[config.mk]
export PLATFORM = sky130hd
export DESIGN_NAME = line_rasterizer
export DESIGN_NICKNAME = d
export VERILOG_FILES = /design/src/design/lrast_pkg.sv /design/src/design/lrast_ctrl.sv /design/src/design/lrast_dp.sv /design/src/design/line_rasterizer.sv
export SDC_FILE = /design/constraint.sdc
export NUM_CORES = 1
export LEC_CHECK = 0
export ABC_AREA = 1
export BUFFER_PORTS_ARGS = -buffer_cell sky130_fd_sc_hd__buf_2
export CORE_UTILIZATION = 60
export CTS_CLUSTER_DIAMETER = 60
export DETAILED_ROUTE_END_ITERATION = 6
export PLACE_DENSITY = 0.83
export SYNTH_ARGS = -nofsm -noshare
export SYNTH_HDL_FRONTEND = slang
export SYNTH_SLANG_ARGS = --single-unit
[constraint.sdc]
create_clock -name clk -period 5.2 [get_ports clk]
set_clock_uncertainty 0.15 [all_clocks]
set_input_delay 0.78 -clock clk [delete_from_list [all_inputs] [get_ports clk]]
set_output_delay 0.78 -clock clk [all_outputs]
set_load 0.005 [all_outputs]
[src/design/lrast_pkg.sv]
// -----------------------------------------------------------------------------
// lrast_pkg
// Types and constants shared by the line rasterizer modules.
// -----------------------------------------------------------------------------
package lrast_pkg;

  localparam int COORD_BITS = 6;
  // Error term needs room for twice a coordinate span plus sign.
  localparam int ERR_W = COORD_BITS + 3;

  typedef struct packed {
    logic [COORD_BITS-1:0] start_x;
    logic [COORD_BITS-1:0] start_y;
    logic [COORD_BITS-1:0] end_x;
    logic [COORD_BITS-1:0] end_y;
  } in_t;

  typedef struct packed {
    logic [COORD_BITS-1:0] pixel_x;
    logic [COORD_BITS-1:0] pixel_y;
    logic                  last_pixel;
  } out_t;

  typedef struct packed {
    logic load;
    logic setup;
    logic step;
  } ctl_cmd_t;

  typedef struct packed {
    logic done;
    logic cap;
  } ctl_sts_t;

endpackage

[src/design/lrast_ctrl.sv]
// -----------------------------------------------------------------------------
// lrast_ctrl
// Sequencer for the line walk: load, error-term setup, one pixel per beat.
// -----------------------------------------------------------------------------
module lrast_ctrl (
  input  logic                clk,
  input  logic                rst_n,
  input  logic                in_valid,
  output logic                in_ready,
  output logic                out_valid,
  input  logic                out_ready,
  input  lrast_pkg::ctl_sts_t sts,
  output lrast_pkg::ctl_cmd_t cmd
);

  localparam logic [1:0] ST_IDLE  = 2'd0;
  localparam logic [1:0] ST_SETUP = 2'd1;
  localparam logic [1:0] ST_WALK  = 2'd2;

  logic [1:0] state_r;
  logic [1:0] state_nxt;

  always_comb begin
    state_nxt = state_r;
    cmd       = '0;
    unique case (state_r)
      ST_IDLE: begin
        if (in_valid) begin
          cmd.load  = 1'b1;
          state_nxt = ST_SETUP;
        end
      end
      ST_SETUP: begin
        cmd.setup = 1'b1;
        state_nxt = ST_WALK;
      end
      ST_WALK: begin
        if (out_ready) begin
          if (sts.done || sts.cap) begin
            state_nxt = ST_IDLE;
          end else begin
            cmd.step = 1'b1;
          end
        end
      end
      default: begin
        state_nxt = ST_IDLE;
      end
    endcase
  end

  always_ff @(posedge clk) begin
    if (!rst_n) begin
      state_r <= ST_IDLE;
    end else begin
      state_r <= state_nxt;
    end
  end

  assign in_ready  = (state_r == ST_IDLE);
  assign out_valid = (state_r == ST_WALK);

endmodule

[src/design/lrast_dp.sv]
// -----------------------------------------------------------------------------
// lrast_dp
// Coordinate and error-term registers of the Bresenham walk.
// -----------------------------------------------------------------------------
module lrast_dp (
  input  logic                clk,
  input  lrast_pkg::in_t      in_data,
  input  lrast_pkg::ctl_cmd_t cmd,
  output lrast_pkg::ctl_sts_t sts,
  output lrast_pkg::out_t     out_data
);

  localparam int CB = lrast_pkg::COORD_BITS;
  localparam int EW = lrast_pkg::ERR_W;

  logic [CB-1:0]        cx_r, cy_r, tx_r, ty_r;
  logic [CB-1:0]        cx_nxt, cy_nxt;
  logic [CB-1:0]        dx_r;
  logic signed [EW-1:0] ndy_r;
  logic signed [EW-1:0] err_r, err_nxt;
  logic                 sx_neg_r, sy_neg_r;
  logic [CB-1:0]        cnt_r;

  logic [CB-1:0]        dx_abs, dy_abs;
  logic signed [EW-1:0] dx_ext, ndy_set, t_val;

  assign dx_abs  = (tx_r > cx_r) ? (tx_r - cx_r) : (cx_r - tx_r);
  assign dy_abs  = (ty_r > cy_r) ? (ty_r - cy_r) : (cy_r - ty_r);
  assign ndy_set = -$signed({{(EW-CB){1'b0}}, dy_abs});
  assign dx_ext  = $signed({{(EW-CB){1'b0}}, dx_r});
  assign t_val   = err_r <<< 1;

  always_comb begin
    err_nxt = err_r;
    cx_nxt  = cx_r;
    cy_nxt  = cy_r;
    if (t_val >= ndy_r) begin
      err_nxt = err_nxt + ndy_r;
      cx_nxt  = sx_neg_r ? (cx_r - CB'(1)) : (cx_r + CB'(1));
    end
    if (t_val <= dx_ext) begin
      err_nxt = err_nxt + dx_ext;
      cy_nxt  = sy_neg_r ? (cy_r - CB'(1)) : (cy_r + CB'(1));
    end
  end

  always_ff @(posedge clk) begin
    if (cmd.load) begin
      cx_r <= in_data.start_x;
      cy_r <= in_data.start_y;
      tx_r <= in_data.end_x;
      ty_r <= in_data.end_y;
    end else if (cmd.setup) begin
      dx_r     <= dx_abs;
      ndy_r    <= ndy_set;
      err_r    <= $signed({{(EW-CB){1'b0}}, dx_abs}) + ndy_set;
      sx_neg_r <= !(cx_r < tx_r);
      sy_neg_r <= !(cy_r < ty_r);
      cnt_r    <= '0;
    end else if (cmd.step) begin
      cx_r  <= cx_nxt;
      cy_r  <= cy_nxt;
      err_r <= err_nxt;
      cnt_r <= cnt_r + CB'(1);
    end
  end

  assign sts.done            = (cx_r == tx_r) && (cy_r == ty_r);
  assign sts.cap             = &cnt_r;
  assign out_data.pixel_x    = cx_r;
  assign out_data.pixel_y    = cy_r;
  assign out_data.last_pixel = sts.done;

endmodule

[src/design/line_rasterizer.sv]
// -----------------------------------------------------------------------------
// line_rasterizer
// Bresenham line walk over a square tile: one segment in, one beat per pixel.
// -----------------------------------------------------------------------------
//   channel | direction | payload                          | handshake
//   in_     | input     | start_x, start_y, end_x, end_y   | in_valid / in_ready
//   out_    | output    | pixel_x, pixel_y, last_pixel     | out_valid / out_ready
//
// A segment is loaded, its error term is set up, and the walk register then
// delivers one pixel beat per cycle while out_ready is high. Stalls on
// out_ready hold the current pixel. Reset is synchronous and returns the
// sequencer to idle; a new segment is taken only once the
// last pixel of the previous one has been delivered.
// -----------------------------------------------------------------------------
module line_rasterizer (
  input  logic            clk,
  input  logic            rst_n,
  input  logic            in_valid,
  output logic            in_ready,
  input  lrast_pkg::in_t  in_data,
  output logic            out_valid,
  input  logic            out_ready,
  output lrast_pkg::out_t out_data
);

  lrast_pkg::ctl_cmd_t cmd;
  lrast_pkg::ctl_sts_t sts;

  lrast_ctrl u_ctrl (
    .clk       (clk),
    .rst_n     (rst_n),
    .in_valid  (in_valid),
    .in_ready  (in_ready),
    .out_valid (out_valid),
    .out_ready (out_ready),
    .sts       (sts),
    .cmd       (cmd)
  );

  lrast_dp u_dp (
    .clk      (clk),
    .in_data  (in_data),
    .cmd      (cmd),
    .sts      (sts),
    .out_data (out_data)
  );

endmodule

---- Word-level counts from Yosys, hierarchy flattened ----
Index checks and enable logic that the tools add are counted.
word-level totals
  bits in registers ....................... 58
  latch bits .............................. 0
  bits in writable memories ............... 0
  bits in read-only memories .............. 0
  bits of input ports ..................... 28
  logic and storage cells ................. 81
  memories kept ........................... 0
operators by class
  add/subtract/negate cells ............... 13
  multiply operators ...................... 0
  div/mod/pow operators ................... 0
  magnitude comparators ................... 6
  equality and inequality tests ........... 8
  shift-type cells ........................ 0
  muxes and demuxes ....................... 27
  bitwise logic cells ..................... 1
  reductions and logical operators ........ 15
operator list
  operator               number
  $mux W6                13
  $mux W9                4
  $sub A6 B6 Y6          4
  $add A6 B1 Y6 const B  3
  $eq A6 B6 Y1           2
  $gt A6 B6 Y1           2
  $lt A6 B6 Y1           2
  $sub A6 B1 Y6 const B  2
  $add A7 B9 Y9          1
  $add A9 B7 Y9          1
  $add A9 B9 Y9          1
  $ge A9 B9 Y1           1
  $le A9 B7 Y1           1
  $neg A6 Y9             1
  $reduce_and A3 Y1      3
  $reduce_bool A2 Y1     4
  $mux W1                6
  $mux W2                3
  $ne A2 B1 Y1 const B   3
  $pmux W2 S3            1
  $reduce_and A6 Y1      1
  $reduce_and A2 Y1      2
  $eq A2 B1 Y1 const B   1
  $eq A2 B2 Y1 const B   1
  other kinds (6)        7

---- Logic depth before layout (Yosys ltp) ----
  depth in word-level cells ............... 9
  mapped depth ............................ 26
  gate-level depth less buffers ........... 25

---- By module ----
Synthesis repeated with hierarchy kept, for this count alone.
second synthesis, totals
  cell total of the unflattened synthesis .. 625
  area total of the unflattened synthesis .. 5074.9 um^2
by module, submodules not included
  module      instances  cells each  area an instance (um^2)
  lrast_dp    1          607         4958.5
  lrast_ctrl  1          18          116.4

---- Least setup slack after synthesis ----
Ideal clock, no wire load.
  kind .................................... reg2reg
  start ................................... register u_dp.cy_r[1]
  end ..................................... register u_dp.err_r[7] (data pin)
  data arrival time ....................... 2.982 ns
  required time ........................... 4.797 ns
  setup slack ............................. 1.814 ns
  stages on the path, launching flop included .. 23
  buffers on the path ..................... 0
  path through ............................ edfxtp_1 > inv_1 > fa_1 > nand2_4 > nand3_4 > nand2_4 > nand2_1 > nand2_1 > inv_1 > ha_1 > xor2_1 > inv_1 > ha_1 > a21oi_1 > nand2_1 > a21oi_1 > o21ai_0 > nand2_1 > nand2_1 > nand2_1 > nand2_1 > nand3_1 > nand2_1
between the ends
  longest elaborated chain between the ends .. 5
ends and longest elaborated chain
  what                                           RTL line        RTL
  start, declared                                lrast_dp.sv:16  logic [CB-1:0] cx_r, cy_r, tx_r, ty_r;
  start signal, assigned                         lrast_dp.sv:50  cy_r <= in_data.start_y;
  start signal, assigned                         lrast_dp.sv:62  cy_r <= cy_nxt;
  $sub A6 B6 Y6 or $gt A6 B6 Y1 (tied branches)  lrast_dp.sv:28  assign dy_abs = (ty_r > cy_r) ? (ty_r - cy_r) : (cy_r - ty_r);
  $mux W6 *                                      lrast_dp.sv:28
  $neg A6 Y9 *                                   lrast_dp.sv:29  assign ndy_set = -$signed({{(EW-CB){1'b0}}, dy_abs});
  named net u_dp.ndy_set[2]                      lrast_dp.sv:25  logic signed [EW-1:0] dx_ext, ndy_set, t_val;
  $add A7 B9 Y9 *                                lrast_dp.sv:56  err_r <= $signed({{(EW-CB){1'b0}}, dx_abs}) + ndy_set;
  $mux W9 *                                      lrast_dp.sv:53  end else if (cmd.setup) begin
  end signal, assigned                           lrast_dp.sv:56
  end signal, assigned                           lrast_dp.sv:63  err_r <= err_nxt;
  end, declared                                  lrast_dp.sv:20  logic signed [EW-1:0] err_r, err_nxt;
Mark *: on every way through the listed nets, which the timed path passes. The rest lies on a longest branch.
A chain may end at the register's enable or synchronous reset.

---- Worst setup path in the final report ----
Ends and elaborated chain as after synthesis.

==> impl_metrics.py <==
metrics = {
    "run_status": {
        "status": "finished clean",
    },
    "global_route": {
        "grt_overflow": 0,
        "grt_max_degree": 35,
        "grt_pass1_vias": 4245,
        "grt_usage": 0.273,
        "grt_pass1_wl_um": 18700,
        "antenna_found_initial": 0,
    },
    "drt": {
        "drc_errors": 0,
        "routed_wl_um": 11400,
        "ant_nets": 0,
        "vias": 4363,
        "routedWlPerCell_um": 14.2,
        "drt-initial-drc-count": 198,
        "first_pass_iters": 4,
        "vias_per_cell": 5.44,
    },
    "cells_and_area": {
        "finish.utilization": 0.689,
        "layout_common_cells": "nand2_1 (160), inv_1 (116), ha_1 (66), edfxtp_1 (55), buf_2 (42)",
        "num-fill-cells": 664,
        "area_growth_pct": 10.1,
        "final_common_cell": "nand2_1",
        "seqCellArea_um2": 1690,
        "multi_input_area_um2": 3000,
        "n_antenna_cell": 0,
        "nNetsFinal": 795,
        "drive_gt1_frac": 0.125,
    },
    "die": {
        "core-area_um2": 8260,
        "initial_utilization": 0.625,
        "die_x_um": 94.8,
        "io-pin-count": 43,
        "die_h_um": 94.8,
        "std_cell_rows": 33,
        "die_area_um2": 8980,
    },
    "power": {
        "pwr-share-seq": 0.240,
        "switching_share": 0.467,
        "power_density_nw_per_um2": 540,
        "total_power_w": 0.00307,
        "switchingPower_w": 0.00143,
        "p_leak_nw": 2.92,
        "internal-power_w": 0.00164,
        "irDropWorstVdd_mv": 0.295,
        "p_comb_frac": 0.613,
        "clkPwrFrac": 0.147,
    },
    "run": {
        "cap_violations": 0,
    },
    "clock_network": {
        "clockBufferDepth": 2,
        "cts_setup_buffers": 0,
        "cts_made_buffers": 9,
        "cts_root_buf": "clkbuf_8",
        "cts_tree": "built",
        "cts_resized": 0,
        "cts_hold_buf": 0,
        "cts.sinks": 57,
        "clk_latency_ps": 350,
        "clk_pin_slew_ps": 70,
        "cts.htree.levels": 3,
    },
    "setup_path": {
        "cp_data_required_time_ps": 5140,
        "crit_slowest_cell": "fa_1",
        "r2r-start": "u_dp.cy_r[1]",
        "startpoint": "u_dp.cy_r[1]",
        "crit_chain": "inv_1 > fa_1 > nand2_4 > nand3_4 > nand2_4 > nand2_1 > nand2_1 > inv_1 > ha_1 > xor2_1 > inv_1 > ha_1 > nand3_1 > nand2_1 > a21oi_1 > o21ai_0 > nand2_1 > nand2_1 > nand3_1 > nand3_1 > nand2_1",
        "path_max_fanout": 6,
        "cp-start-kind": "flop",
        "arrival_ps": 3870,
        "cp_top_family": "simple AND/OR/NAND/NOR gates",
        "crit_top_cell": "nand2_1",
        "worst_setup_path_end_kind": "flop",
        "crit_path_max_incr_delay_ps": 540,
        "crit_type": "flop to flop",
        "worst-path-buf-inv": 3,
    },
    "place": {
        "dpl_worst_slack_ps": 1400,
        "routabilityCongestion": 0.926,
        "hpwlAfterDp_um": 9090,
        "io_buffers": 42,
    },
    "min_path": {
        "hold_path.class": "flop to flop",
        "hold_start": "u_dp.cnt_r[0]",
    },
    "logic_synthesis": {
        "syn_inst": 645,
        "yosysSeqAreaShare": 0.328,
        "synth_nets": 748,
        "syn_area_per_cell_um2": 8.01,
        "synth_edf_count": 55,
        "yosysUniqueCellTypes": 43,
        "async_flop_share": 0,
        "synth_seq_cells": 57,
        "synth_area_um2": 5160,
        "yosys_most_used_dff": "edfxtp_1",
        "yosysWarnings": 0,
    },
    "sta": {
        "slew_headroom": 0.304,
        "min_period_ps": 3920,
        "setup_ws_ps": 1280,
        "rsz0062_at_grt": "false",
        "finalCritPeriodShare": 0.755,
        "finalHoldViolCount": 0,
        "fin_setup_tns_ps": 0,
        "finalMaxSlewViolations": 0,
        "fmaxAchievable_mhz": 255,
        "worst_slew_pin_slew_ps": 1040,
        "setup_viol": 0,
        "holdWs_ps": 451,
    },
}
[kinds of logic after synthesis]
| family | after synthesis | share of synthesized area |
|---|---|---|
| adders and majority gates | 75 | 0.195 |
| DFF | 57 | 0.328 |
| muxes | 1 | 0.00218 |
| buffers and inverters | 124 | 0.0928 |
| and+or+nand+nor | 267 | 0.237 |
| xor gates and xnor gates | 26 | 0.0441 |
| AOI/OAI and AO/OA | 95 | 0.102 |
[Yosys cell counts (4+ instances only)]
| cell type | number | area [µm²] |
|---|---|---|
| ha_1 | 66 | 826 |
| fa_1 | 9 | 180 |
| nand2_1 | 160 | 601 |
| o211ai_1 | 4 | 30.0 |
| a21oi_1 | 33 | 165 |
| xnor2_1 | 10 | 87.6 |
| inv_1 | 116 | 435 |
| nand2_4 | 4 | 45.0 |
| o21ai_1 | 4 | 20.0 |
| nand3_1 | 31 | 155 |
| or2_2 | 5 | 31.3 |
| edfxtp_1 | 55 | 1650 |
| xor2_1 | 16 | 140 |
| nand2_2 | 7 | 43.8 |
| o21ai_0 | 38 | 190 |
| nand4_1 | 8 | 50.1 |
| nor2_1 | 35 | 131 |
[registers in the layout, indices dropped and copies added, names as in the netlist]
| signal | count |
|---|---|
| u_dp.sx_neg_r | 1 |
| u_dp.dx_r | 6 |
| u_dp.sy_neg_r | 1 |
| u_dp.cy_r | 6 |
| u_dp.err_r | 8 |
| u_dp.cnt_r | 6 |
| u_dp.ndy_r | 9 |
| u_dp.cx_r | 6 |
| u_ctrl.state_r | 2 |
| u_dp.ty_r | 6 |
| u_dp.tx_r | 6 |
[cell type report]
| cell class | instances | share of cell area |
|---|---|---|
| inverters | 117 | 0.0772 |
| well taps | 105 | 0.0231 |
| flip-flops and latches | 57 | 0.297 |
| repair buffers | 43 | 0.0383 |
| clock inverters | 6 | 0.0145 |
| multi-input cells | 464 | 0.527 |
| clock buffers | 10 | 0.0224 |
[stage by stage]
stage	instances	cell area (µm²)
6_report	802	5690
5_1_grt	802	5690
4_1_cts	802	5690
3_5_place_dp	786	5480
3_3_place_gp	786	5480
2_1_floorplan	645	5160
[layer usage]
layer / vias to the layer above / track usage / routed length, µm
met5: - / 0 / 0
met4: 0 / 0.129 / 321
met3: 30 / 0.0378 / 573
met2: 131 / 0.492 / 5650
met1: 1996 / 0.317 / 4850
li1: 2206 / - / -
[path summary, 6_finish.rpt]
path	end	slack, ps	cells past startpoint
min reg2reg	u_dp.cnt_r[0]	450	1
min	u_dp.cnt_r[0]	450	1
max	u_dp.err_r[7]	1280	21
max reg2reg	u_dp.err_r[7]	1280	21
[power by group through the flow]
stage	clock network, W	logic, W	registers (W)
2_1_floorplan	0	0.00146	0.000719
3_3_place_gp	0	0.00176	0.000739
3_5_place_dp	0	0.00184	0.000745
4_1_cts	0.000458	0.00186	0.000736
5_1_grt	0.000479	0.00213	0.000745
6_report	0.000452	0.00188	0.000736
(Power assumes the default switching activity.)
